$ cat config.mk
export PLATFORM = sky130hd
export DESIGN_NAME = bre_ram
export DESIGN_NICKNAME = d
export VERILOG_FILES = /design/src/rtl/core/bre_ram.sv
export SDC_FILE = /design/constraint.sdc
export NUM_CORES = 1
export LEC_CHECK = 0
export BUFFER_PORTS_ARGS = -buffer_cell sky130_fd_sc_hd__buf_2
export CORE_AREA = 3 3 291 293
export DETAILED_ROUTE_END_ITERATION = 6
export DIE_AREA = 0 0 294 296
export GPL_TIMING_DRIVEN = 0
export HOLD_SLACK_MARGIN = 0.08
export PLACE_DENSITY = 0.44
export SLEW_MARGIN = 20
export SYNTH_ARGS = -nofsm -noshare
export SYNTH_HDL_FRONTEND = slang
export SYNTH_SLANG_ARGS = --single-unit
$ cat constraint.sdc
create_clock -name i_clk -period 5.3 [get_ports i_clk]
set_clock_uncertainty 0.05 [all_clocks]
set_input_delay 1.325 -clock i_clk [delete_from_list [all_inputs] [get_ports i_clk]]
set_output_delay 1.325 -clock i_clk [all_outputs]
set_load 0.05 [all_outputs]
$ cat src/rtl/core/bre_ram.sv
module bre_ram #(
    parameter int WIDTH = 16,
    parameter int DEPTH = 32
) (
    input  logic                                   i_clk,
    input  logic                                   i_we,
    input  logic [(DEPTH > 1 ? $clog2(DEPTH) : 1)-1:0] i_waddr,
    input  logic [WIDTH-1:0]                       i_wdata,
    input  logic [(DEPTH > 1 ? $clog2(DEPTH) : 1)-1:0] i_raddr,
    output logic [WIDTH-1:0]                       o_rdata
);
    logic [WIDTH-1:0] r_mem [DEPTH];

    always_ff @(posedge i_clk) begin
        if (i_we) begin
            r_mem[i_waddr] <= i_wdata;
        end
        o_rdata <= r_mem[i_raddr];
    end
endmodule

==> impl_metrics.py <==
metrics = {
    "run_status": {
        "status": "complete, no violations",
    },
    "route": {
        "wire_per_inst_um": 23.6,
        "drc_errors": 0,
        "ant_nets": 0,
        "drt_iter0_markers": 854,
        "first_pass_iters": 5,
        "vias_per_cell": 4.46,
        "routed_wl_um": 56200,
        "num_vias": 10600,
    },
    "layout": {
        "syn_to_final_growth_pct": 18.0,
        "design_area_um2": 24200,
        "nets": 1296,
        "drive_gt1_share_pct": 17.6,
    },
    "synthesis": {
        "synth-seq-cells": 528,
        "synthCells": 1143,
        "synth_top_area_cell": "edfxtp_1",
        "synthTopCellsByArea": "edfxtp_1, mux2i_1, a22oi_1",
        "syn-cell-area_um2": 20500,
        "syn-num-nets": 1171,
        "synth_cell_types": 26,
        "yosysWarnings": 0,
        "yosysSeqAreaShare_pct": 76.4,
        "avgSynthCellArea_um2": 18.0,
        "synth_top_area_share_pct": 74.9,
    },
    "clock_tree": {
        "post_cts_buffers": 0,
        "clk_pin_slew_ns": 0.06,
        "clkSinkCount": 528,
        "htreeDepth": 2,
        "clock-root-buffer": "clkbuf_16",
        "numCtsBuffers": 55,
        "cts_tree": "yes",
        "clock_latency_ns": 0.60,
        "clockBufferDepth": 3,
        "hold_buffers": 0,
        "cts_resized": 0,
    },
    "die": {
        "die_area_um2": 87000,
        "ios": 44,
        "core_um2": 82100,
        "die_h_um": 296,
        "rows": 105,
        "initial_utilization_pct": 25.0,
        "die_w_um": 294,
    },
    "pwr": {
        "power_mw": 8.95,
        "power.density_nw_per_um2": 369,
        "peakVddDrop_mv": 0.240,
        "leakagePower_nw": 8.29,
    },
    "critical_path": {
        "critPathLaunchType": "primary input",
        "worstSetupPathType": "in2reg",
        "cpPeakStageDelay_ns": 0.48,
        "cp_data_arrival_time_ns": 3.40,
        "r2r_cells": 5,
        "cp-end-kind": "register",
        "reg2reg_slack_ns": 3.49,
        "r2r_end": "o_rdata[6]$_DFF_P_",
        "path_cells": "buf_4, or2_1, buf_2, clkbuf_1, nor3_1, a31oi_1, nand3_1",
        "cp.required_ns": 5.66,
        "path_delay_family": "buffers and inverters",
        "crit_slowest_cell": "a31oi_1",
        "r2r_start": "r_mem[3][6]$_DFFE_PP_",
        "cp_max_fo": 10,
        "path_buf_inv": 3,
    },
    "global_route": {
        "grt_pass1_wl_um": 79100,
        "grt_use_total_pct": 12.7,
        "antenna_found_initial": 1,
        "grt_max_degree": 33,
        "overflow": 0,
        "first_global_vias": 10600,
    },
    "timing": {
        "final.setup.tns_ns": 0,
        "hold_viol_final": 0,
        "holdWs_ns": 0.615,
        "worstMarginPinSlew_ns": 0.905,
        "period_share_pct": 57.5,
        "slew_viol_final": 0,
        "finalSetupViolCount": 0,
        "relSlewSlack_pct": 39.6,
        "max_freq_ghz": 0.328,
        "rsz0062_at_grt": "no",
        "worst_slack_ns": 2.25,
        "fin_crit_ns": 3.05,
    },
    "placed_design": {
        "dpl-instance-area_um2": 22500,
        "dp_worst_setup_slack_ns": 1.69,
        "post-dp-hpwl_um": 37200,
        "gp_congestion": 0.768,
        "numPortBuffers": 40,
    },
    "min_path": {
        "hp-start": "r_mem[11][3]$_DFFE_PP_",
        "hold_path_class": "reg2reg",
        "hold_path_end": "o_rdata[3]$_DFF_P_",
        "whs_path_depth": 4,
    },
    "job": {
        "cap_violations": 0,
    },
}
[stage by stage]
stage,std cells,util (%)
2_1_floorplan,1143,-
3_3_place_gp,2253,26.9
3_5_place_dp,2281,27.4
4_1_cts,2377,29.5
5_1_grt,2377,29.5
6_report,2380,29.5
[tightest hold or removal path, stage by stage, from the launching register on]
cell and delay [ns]:
edfxtp_1 0.32, mux2i_1 0.07, nand2_1 0.06, nand3_1 0.07
nand3_1 0.11
[sequential cells by signal, indices dropped and copies added (netlist names)]
register,flops
o_rdata,16
r_mem,512
[cell usage after synthesis (all sizes together)]
cell type	instances
nand4	16
nand3	34
nand3b	5
edfxtp	512
a21oi	32
nand2	33
mux2i	256
dfxtp	16
clkbuf	12
buf	55
or2	1
and2	1
a22o	32
nor2b	2
a31oi	16
nand2b	2
or3	1
or3b	3
nor2	34
nor3	16
a22oi	64
[logic make-up after synthesis]
family                 synth area share [%]
AO/OA/AOI/OAI                          4.97
multiplexers                           12.5
flip-flops                             76.4
buffers and inverters                  2.63
AND/OR/NAND/NOR                        3.49
[worst max path at each step]
stage / startpoint / endpoint / slack (ns) / cells past startpoint
floorplan: i_waddr[1] / r_mem[12][0]$_DFFE_PP_ / 2.18 / 3
global placement: i_waddr[1] / r_mem[24][1]$_DFFE_PP_ / 1.15 / 4
detailed placement: i_raddr[4] / o_rdata[6]$_DFF_P_ / 1.69 / 7
CTS: i_raddr[4] / o_rdata[6]$_DFF_P_ / 2.32 / 7
global route: i_raddr[1] / o_rdata[1]$_DFF_P_ / 2.23 / 7
finish: i_raddr[4] / o_rdata[6]$_DFF_P_ / 2.25 / 7
[final cells by class]
type / count / area (um^2)
plain buffers: 67 / 541
flip-flops and latches: 528 / 15700
diodes: 3 / 7.51
clock buffers: 71 / 1480
clock inverters: 25 / 215
well taps: 1070 / 1340
multi-input cells: 548 / 4380
fillers: 8069 / 57900
repair buffers: 68 / 576
[power breakdown]
part,internal (mW),switching [mW],leakage (nW)
logic,0.166,0.419,2.71
clock network,2.14,1.56,0.832
registers,4.64,0.0143,4.75
[layer usage]
metal / GRT usage, % / share of wire, %
met5: 0 / 0
met2: 19.5 / 44
met4: 2.96 / 2.0
met1: 18.9 / 49
met3: 2.10 / 4.6
[layout by cell type, fill, tap and decap left out, drive strengths merged]
cell type / synthesis / layout
a21oi: 32 / 32
a22o: 32 / 32
a22oi: 64 / 64
a31oi: 16 / 16
and2: 1 / 1
buf: 55 / 123
bufinv: 0 / 4
clkbuf: 12 / 83
clkinv: 0 / 21
dfxtp: 16 / 16
diode: 0 / 3
edfxtp: 512 / 512
mux2i: 256 / 256
nand2: 33 / 33
nand2b: 2 / 2
nand3: 34 / 34
nand3b: 5 / 5
nand4: 16 / 16
nor2: 34 / 34
nor2b: 2 / 2
nor3: 16 / 16
or2: 1 / 1
or3: 1 / 1
or3b: 3 / 3
(Power assumes the default switching activity.)
