**src/rtl/core/bre_pkg.sv**
```systemverilog
package bre_pkg;

    localparam int DIVD_W = 36;
    localparam int DIVS_W = 20;
    localparam int DCNT_W = 6;

    localparam int CHARGE_MAX  = 100;
    localparam int PCT_DIV     = 100;
    localparam int GRAPH_MID   = 16000;
    localparam int GRAPH_SPAN  = 32000;
    localparam int MAX_OUT     = 32;

    localparam logic [12:0] RST_W_IDLE  = 13'd1000;
    localparam logic [12:0] RST_W_RX    = 13'd1450;
    localparam logic [12:0] RST_W_TX    = 13'd4200;
    localparam logic [15:0] RST_BASE    = 16'd960;
    localparam logic [15:0] RST_FSCALE  = 16'd1440;
    localparam logic [7:0]  RST_PERIOD  = 8'd15;
    localparam logic [7:0]  RST_MINSMP  = 8'd5;

    localparam logic [1:0] OP_START = 2'd0;
    localparam logic [1:0] OP_TICK  = 2'd1;
    localparam logic [1:0] OP_SNAP  = 2'd2;

    localparam logic [1:0] RADIO_RX = 2'd1;
    localparam logic [1:0] RADIO_TX = 2'd2;

    localparam logic [2:0] CFG_W_IDLE = 3'd0;
    localparam logic [2:0] CFG_W_RX   = 3'd1;
    localparam logic [2:0] CFG_W_TX   = 3'd2;
    localparam logic [2:0] CFG_BASE   = 3'd3;
    localparam logic [2:0] CFG_FSCALE = 3'd4;
    localparam logic [2:0] CFG_PERIOD = 3'd5;
    localparam logic [2:0] CFG_MINSMP = 3'd6;

    typedef struct packed {
        logic              start;
        logic [DIVD_W-1:0] dividend;
        logic [DIVS_W-1:0] divisor;
    } t_div_req;

    typedef enum logic [4:0] {
        S_IDLE, S_CLR, S_TICK_RD, S_TICK_UPD, S_AVG_START, S_AVG_WAIT,
        S_MUL1, S_MUL2, S_DIV2, S_DIV2_WAIT, S_GMUL, S_GDIV, S_GWAIT,
        S_GWR, S_SINIT, S_SRD, S_SOUT, S_SWAIT, S_ZERO
    } t_state;

endpackage

```
**src/rtl/core/bre_div.sv**
```systemverilog
module bre_div (
    input  logic                          i_clk,
    input  logic                          i_rst_n,
    input  bre_pkg::t_div_req             i_req,
    output logic                          o_done,
    output logic [bre_pkg::DIVD_W-1:0]    o_quo
);
    import bre_pkg::*;

    logic [DIVS_W-1:0] r_rem;
    logic [DIVD_W-1:0] r_quo;
    logic [DIVS_W-1:0] r_den;
    logic [DCNT_W-1:0] r_cnt;
    logic              r_busy;
    logic              r_done;
    logic [DIVS_W:0]   shifted;
    logic              ge;

    assign shifted = {r_rem, r_quo[DIVD_W-1]};
    assign ge      = shifted >= {1'b0, r_den};

    always_ff @(posedge i_clk) begin
        if (!i_rst_n) begin
            r_busy <= 1'b0;
            r_done <= 1'b0;
        end else begin
            r_done <= 1'b0;
            if (i_req.start) begin
                r_rem  <= '0;
                r_quo  <= i_req.dividend;
                r_den  <= i_req.divisor;
                r_cnt  <= DCNT_W'(DIVD_W);
                r_busy <= 1'b1;
            end else if (r_busy) begin
                // one quotient bit per cycle, restoring
                r_rem <= ge ? DIVS_W'(shifted - {1'b0, r_den}) : shifted[DIVS_W-1:0];
                r_quo <= {r_quo[DIVD_W-2:0], ge};
                r_cnt <= r_cnt - 1'b1;
                if (r_cnt == DCNT_W'(1)) begin
                    r_busy <= 1'b0;
                    r_done <= 1'b1;
                end
            end
        end
    end

    assign o_done = r_done;
    assign o_quo  = r_quo;
endmodule

```
**config.mk**
```make
export PLATFORM = sky130hd
export DESIGN_NAME = bre_div
export DESIGN_NICKNAME = d
export VERILOG_FILES = /design/src/rtl/core/bre_pkg.sv /design/src/rtl/core/bre_div.sv
export SDC_FILE = /design/constraint.sdc
export NUM_CORES = 1
export LEC_CHECK = 0
export ABC_AREA = 1
export BUFFER_PORTS_ARGS = -buffer_cell sky130_fd_sc_hd__buf_2
export CORE_AREA = 4 4 132 134
export DETAILED_ROUTE_END_ITERATION = 8
export DIE_AREA = 0 0 136 138
export PLACE_DENSITY = 0.46
export SKIP_CTS_REPAIR_TIMING = 1
export SYNTH_ARGS = -nofsm -noshare
export SYNTH_HDL_FRONTEND = slang
export SYNTH_SLANG_ARGS = --single-unit
export TNS_END_PERCENT = 1
```
**constraint.sdc**
```tcl
create_clock -name i_clk -period 3.6 [get_ports i_clk]
set_clock_uncertainty 0.1 [all_clocks]
set_input_delay 1.08 -clock i_clk [delete_from_list [all_inputs] [get_ports i_clk]]
set_output_delay 1.08 -clock i_clk [all_outputs]
set_load 0.03 [all_outputs]
```
==> results of run 1 <==
-- per-stage QoR --
step,utilization,instances,hold slack (ps),setup slack (ps)
after floorplan,-,599,330,339
after global placement,0.348,907,388,856
after detailed placement,0.348,907,407,800
after CTS,0.369,923,409,1170
after global routing,0.369,923,423,946
final,0.369,923,403,1200
-- state kept, by name, summed over array words and instances, names as in the netlist --
signal	cells
r_busy	1
r_cnt	6
r_den	20
r_rem	20
o_quo	36
o_done	1
-- logic make-up after synthesis --
family / synth area share
flops: 0.507
simple gates: 0.295
compound gates: 0.0380
xor+xnor: 0.0160
buf+inv: 0.0844
fa+ha+maj: 0.0598
-- worst max-delay path, stage by stage (launching register included) --
cell and delay [ps]:
edfxtp_1 410, ha_1 430, nand2_1 150, nor2_2 150
nand2_1 80, nor2_1 120, nand2_1 80, nand2_2 80
nor2_4 50, nand2_8 180, inv_4 140, nor2_2 110
nor2_1 50
-- metal layers --
| metal | GRT usage | wire length [um] |
|---|---|---|
| met5 | 0 | 12 |
| met4 | 0.0456 | 204 |
| met2 | 0.205 | 5250 |
| met3 | 0.0527 | 912 |
| met1 | 0.165 | 5450 |
-- final cells by class --
type | instances | share of cell area
inverters | 88 | 0.0554
clock buffers | 10 | 0.0381
repair buffers | 102 | 0.0899
flip-flops and latches | 84 | 0.416
clock inverters | 6 | 0.0185
well taps | 220 | 0.0458
multi-input cells | 413 | 0.336
-- layout by cell type (no fill, tap or decap), drive strengths merged --
cell,n
o21ai,17
fa,1
or3,1
nand3,24
bufinv,3
dfxtp,2
nor2,60
nand3b,6
a21oi,16
xnor2,3
nor4,1
nand4,1
nor3,5
inv,89
ha,22
nand2,247
clkbuf,10
edfxtp,82
xor2,6
clkinv,2
o21a,2
or2,1
buf,102
-- worst paths after layout --
check / slack [ps] / endpoint / startpoint / cells past startpoint
max reg2reg: 1200 / r_rem[13]$_SDFFCE_PP0P_ / r_rem[12]$_SDFFCE_PP0P_ / 12
min: 400 / o_done$_SDFF_PP0_ / r_busy$_SDFF_PN0_ / 2
max: 1200 / r_rem[13]$_SDFFCE_PP0P_ / r_rem[12]$_SDFFCE_PP0P_ / 12
min reg2reg: 400 / o_done$_SDFF_PP0_ / r_busy$_SDFF_PN0_ / 2
-- power groups by stage --
stage | clock, mW | combinational, mW | sequential (mW)
2_1_floorplan | 0 | 0.600 | 1.34
3_3_place_gp | 0 | 0.872 | 1.28
3_5_place_dp | 0 | 0.877 | 1.28
4_1_cts | 1.11 | 0.879 | 1.26
5_1_grt | 1.15 | 0.989 | 1.27
6_report | 1.07 | 0.862 | 1.26
==> results.yml, run 1 <==
final_layout:
  n_antenna_cell: 0
  fin_area_um2: 6010
  fillers: 1728
  drive_above_1_share: 0.209
  seq_area_um2: 2500
  fin_nets: 780
  multiInputGateArea_um2: 2020
  area_growth_pct: 21.8
yosys:
  synthTopCellsByArea: "edfxtp_1, nand2_1, inv_1"
  yosysTopAreaCell: "edfxtp_1"
  synth.most_common_cell: "nand2_1"
  synth_cell_type_count: 35
  synth.top_cells.by_count: "nand2_1, inv_1, edfxtp_1"
  async_flop_share: 0
  ys_seq_area_frac: 0.507
  synth_top_area_frac: 0.499
  synth_nets: 681
  synthesis.area_um2: 4930
  yosysWarnings: 0
  ys_ff_latch: 84
  syn-mean-instance-area_um2: 8.24
  yosys_most_used_dff: "edfxtp_1"
  synth_edf_count: 82
  syn_inst: 599
flow_run:
  drv_cap: 0
power_and_ir_drop:
  pwr-share-seq: 0.393
  p_leak_nw: 2.98
  combPwrFrac: 0.270
  p_int_mw: 2.18
  total_power_mw: 3.19
  ir_drop_mv: 0.229
  p_per_area_nw_per_um2: 531
  p_switching_mw: 1.01
  pwr-share-clk: 0.337
  switching_share: 0.317
clocking:
  htreeDepth: 3
  path_clk_slew_ps: 60
  clkSinkCount: 84
  clk_path_buf_depth: 2
  cts_tree: "yes"
  clock_latency_ps: 350
  root_buffer: "clkbuf_16"
  cts_buffers: 9
timing:
  rsz0062_at_grt: "no"
  worst_pin_slew_ps: 564
  setup_violations: 0
  fmax_mhz: 417
  slew_viol_final: 0
  finalCriticalPeriod_ps: 2400
  hold_viol_final: 0
  min_period_over_period: 0.667
  tns_ps: 0
  slew_headroom: 0.622
placed_design:
  gp_congestion: 0.833
  hpwl_mm: 9.01
  port_buffers: 95
  dpl_cell_area_um2: 5670
routing:
  viasPerCell: 4.27
  drt_first_pass_iters: 4
  dr_total_vias: 3945
  routed_wl_mm: 11.8
  drt-initial-drc-count: 172
  drc: 0
  ant_nets: 0
  wl_per_cell_um: 12.8
floorplan:
  ios: 96
  start_util: 0.303
  dieArea_um2: 18800
  dieWidth_um: 136
  rows: 47
  core-area_um2: 16300
  die_h_um: 138
worst_setup_path:
  crit_arrival_ps: 2410
  endpoint_kind: "flip-flop"
  crit_path_start_kind: "flip-flop"
  critPathMaxFanout: 28
  cp.required_ps: 3610
  path_class: "flip-flop to flip-flop"
global_routing:
  grt_pass1_vias: 4082
  grt_overflow: 0
  antenna_found_initial: 1
  grt_pass1_wl_mm: 19.5
  grt_max_degree: 36
  track_usage: 0.131
outcome:
  status: "finished clean"
min_path:
  hp-class: "flip-flop to flip-flop"
Power figures use the tool's default switching activity.
==> run 2: changes to the inputs <==
Clock period 3.6 ns to 2.3 ns, I/O delays scaled along.
==> results.yml, run 2 (synthesis gave the netlist of run 1 again) <==
outcome:
  status: "finished clean"
worst_setup_path:
  cp.required_ps: 2300
  endpoint_kind: "flip-flop"
  crit_slowest_cell: "edfxtp_1"
  worst_path_largest_cell_delay_ps: 440
  path_cells: "ha_4 -> nand2_1 -> inv_2 -> nand2_2 -> nor3_2 -> nand2_2 -> nand2_2 -> nand2_4 -> nand2_8 -> buf_12 -> nand2_1 -> nand2_1 -> nor2_1"
  crit_path_start_kind: "flip-flop"
  path_class: "flip-flop to flip-flop"
  cp_top_family: "simple AND/OR/NAND/NOR gates"
  critPathMaxFanout: 8
  worst-path-buf-inv: 2
  crit_arrival_ps: 2190
global_routing:
  grt_max_degree: 38
  grt_pass1_wl_mm: 20.4
  grt_overflow: 0
  grt_pass1_vias: 4326
  antenna_found_initial: 2
  track_usage: 0.135
final_layout:
  largest_register_ffs: 36
  n_antenna_cell: 0
  fin_util: 0.387
  fin_nets: 797
  instances_no_fill: 940
  most-common-layout-cells: "nand2_1, buf_2, inv_1, edfxtp_1, nor2_1"
  final_common_cell: "nand2_1"
  area_growth_pct: 27.7
  drive_above_1_share: 0.264
timing:
  worst_pin_slew_ps: 353
  setup_violations: 0
  finalCriticalPeriod_ps: 2190
  whs_ps: 390
  rsz0062_at_grt: "yes"
  min_period_over_period: 0.952
  tns_ps: 0
  fmax_mhz: 457
  slew_viol_final: 0
  hold_viol_final: 0
  slew_headroom: 0.764
routing:
  drt_first_pass_iters: 5
  wl_per_cell_um: 13.3
  route.met2.wl_mm: 5.73
  highest_layer: "met5"
  dr_total_vias: 4127
  viasPerCell: 4.39
  ant_nets: 0
  routed_wl_mm: 12.5
  met1Wirelength_mm: 5.63
  drc: 0
  drt-initial-drc-count: 222
  met3_length_um: 945
placed_design:
  port_buffers: 95
  dp.cells: 919
  gp_congestion: 0.859
  hpwl_mm: 9.36
min_path:
  hp-class: "flip-flop to flip-flop"
flow_run:
  drv_cap: 0
clocking:
  cts_buffers: 9
  cts_tree: "yes"
  clk_path_buf_depth: 2
  path_clk_slew_ps: 70
  clock_latency_ps: 340
  clkSinkCount: 84
  root_buffer: "clkbuf_16"
  htreeDepth: 3
floorplan:
  ios: 96
  core-area_um2: 16300
  die_h_um: 138
  dieArea_um2: 18800
  dieWidth_um: 136
  rows: 47
  start_util: 0.303
power_and_ir_drop:
  p_leak_nw: 3.03
  total_power_mw: 4.94
  p_per_area_nw_per_um2: 784
  ir_drop_mv: 0.336
-- run 2: per-layer routing --
layer	vias up	GRT usage
li1	2129	-
met1	1868	0.166
met2	107	0.220
met3	19	0.0509
met4	4	0.0408
met5	-	0
-- run 2: power breakdown --
group | switching (mW) | internal, mW
sequential | 0.0947 | 1.89
combinational | 0.948 | 0.619
clock | 0.626 | 0.765
-- run 2: through the flow --
step | setup WS (ps) | instance area (um2)
CTS | 9.97 | 6050
finish | 109 | 6300
global route | -39.6 | 6300
detailed placement | 12.2 | 5770
global placement | 36.9 | 5770
floorplan | 19.8 | 4940
-- run 2: path summary, 6_finish.rpt --
check / start / end / slack [ps] / depth (start not counted)
hold / removal: r_busy$_SDFF_PN0_ / o_done$_SDFF_PP0_ / 390 / 2
setup / recovery: r_rem[8]$_SDFFCE_PP0P_ / r_rem[7]$_SDFFCE_PP0P_ / 110 / 13
hold reg to reg: r_busy$_SDFF_PN0_ / o_done$_SDFF_PP0_ / 390 / 2
setup reg to reg: r_rem[8]$_SDFFCE_PP0P_ / r_rem[7]$_SDFFCE_PP0P_ / 110 / 13
-- run 2: cell type report --
| class | instances | area (um2) |
|---|---|---|
| clock buffers | 11 | 243 |
| repair buffers | 118 | 673 |
| fillers | 1738 | 9990 |
| clock inverters | 5 | 36.3 |
| inverters | 88 | 333 |
| multi-input cells | 414 | 2240 |
| flip-flops and latches | 84 | 2500 |
| well taps | 220 | 275 |
-- run 2: tightest hold or removal path: stages, from the launching register on --
cell	delay (ps)
dfxtp_1	300
nand2_1	90
nor3_1	60
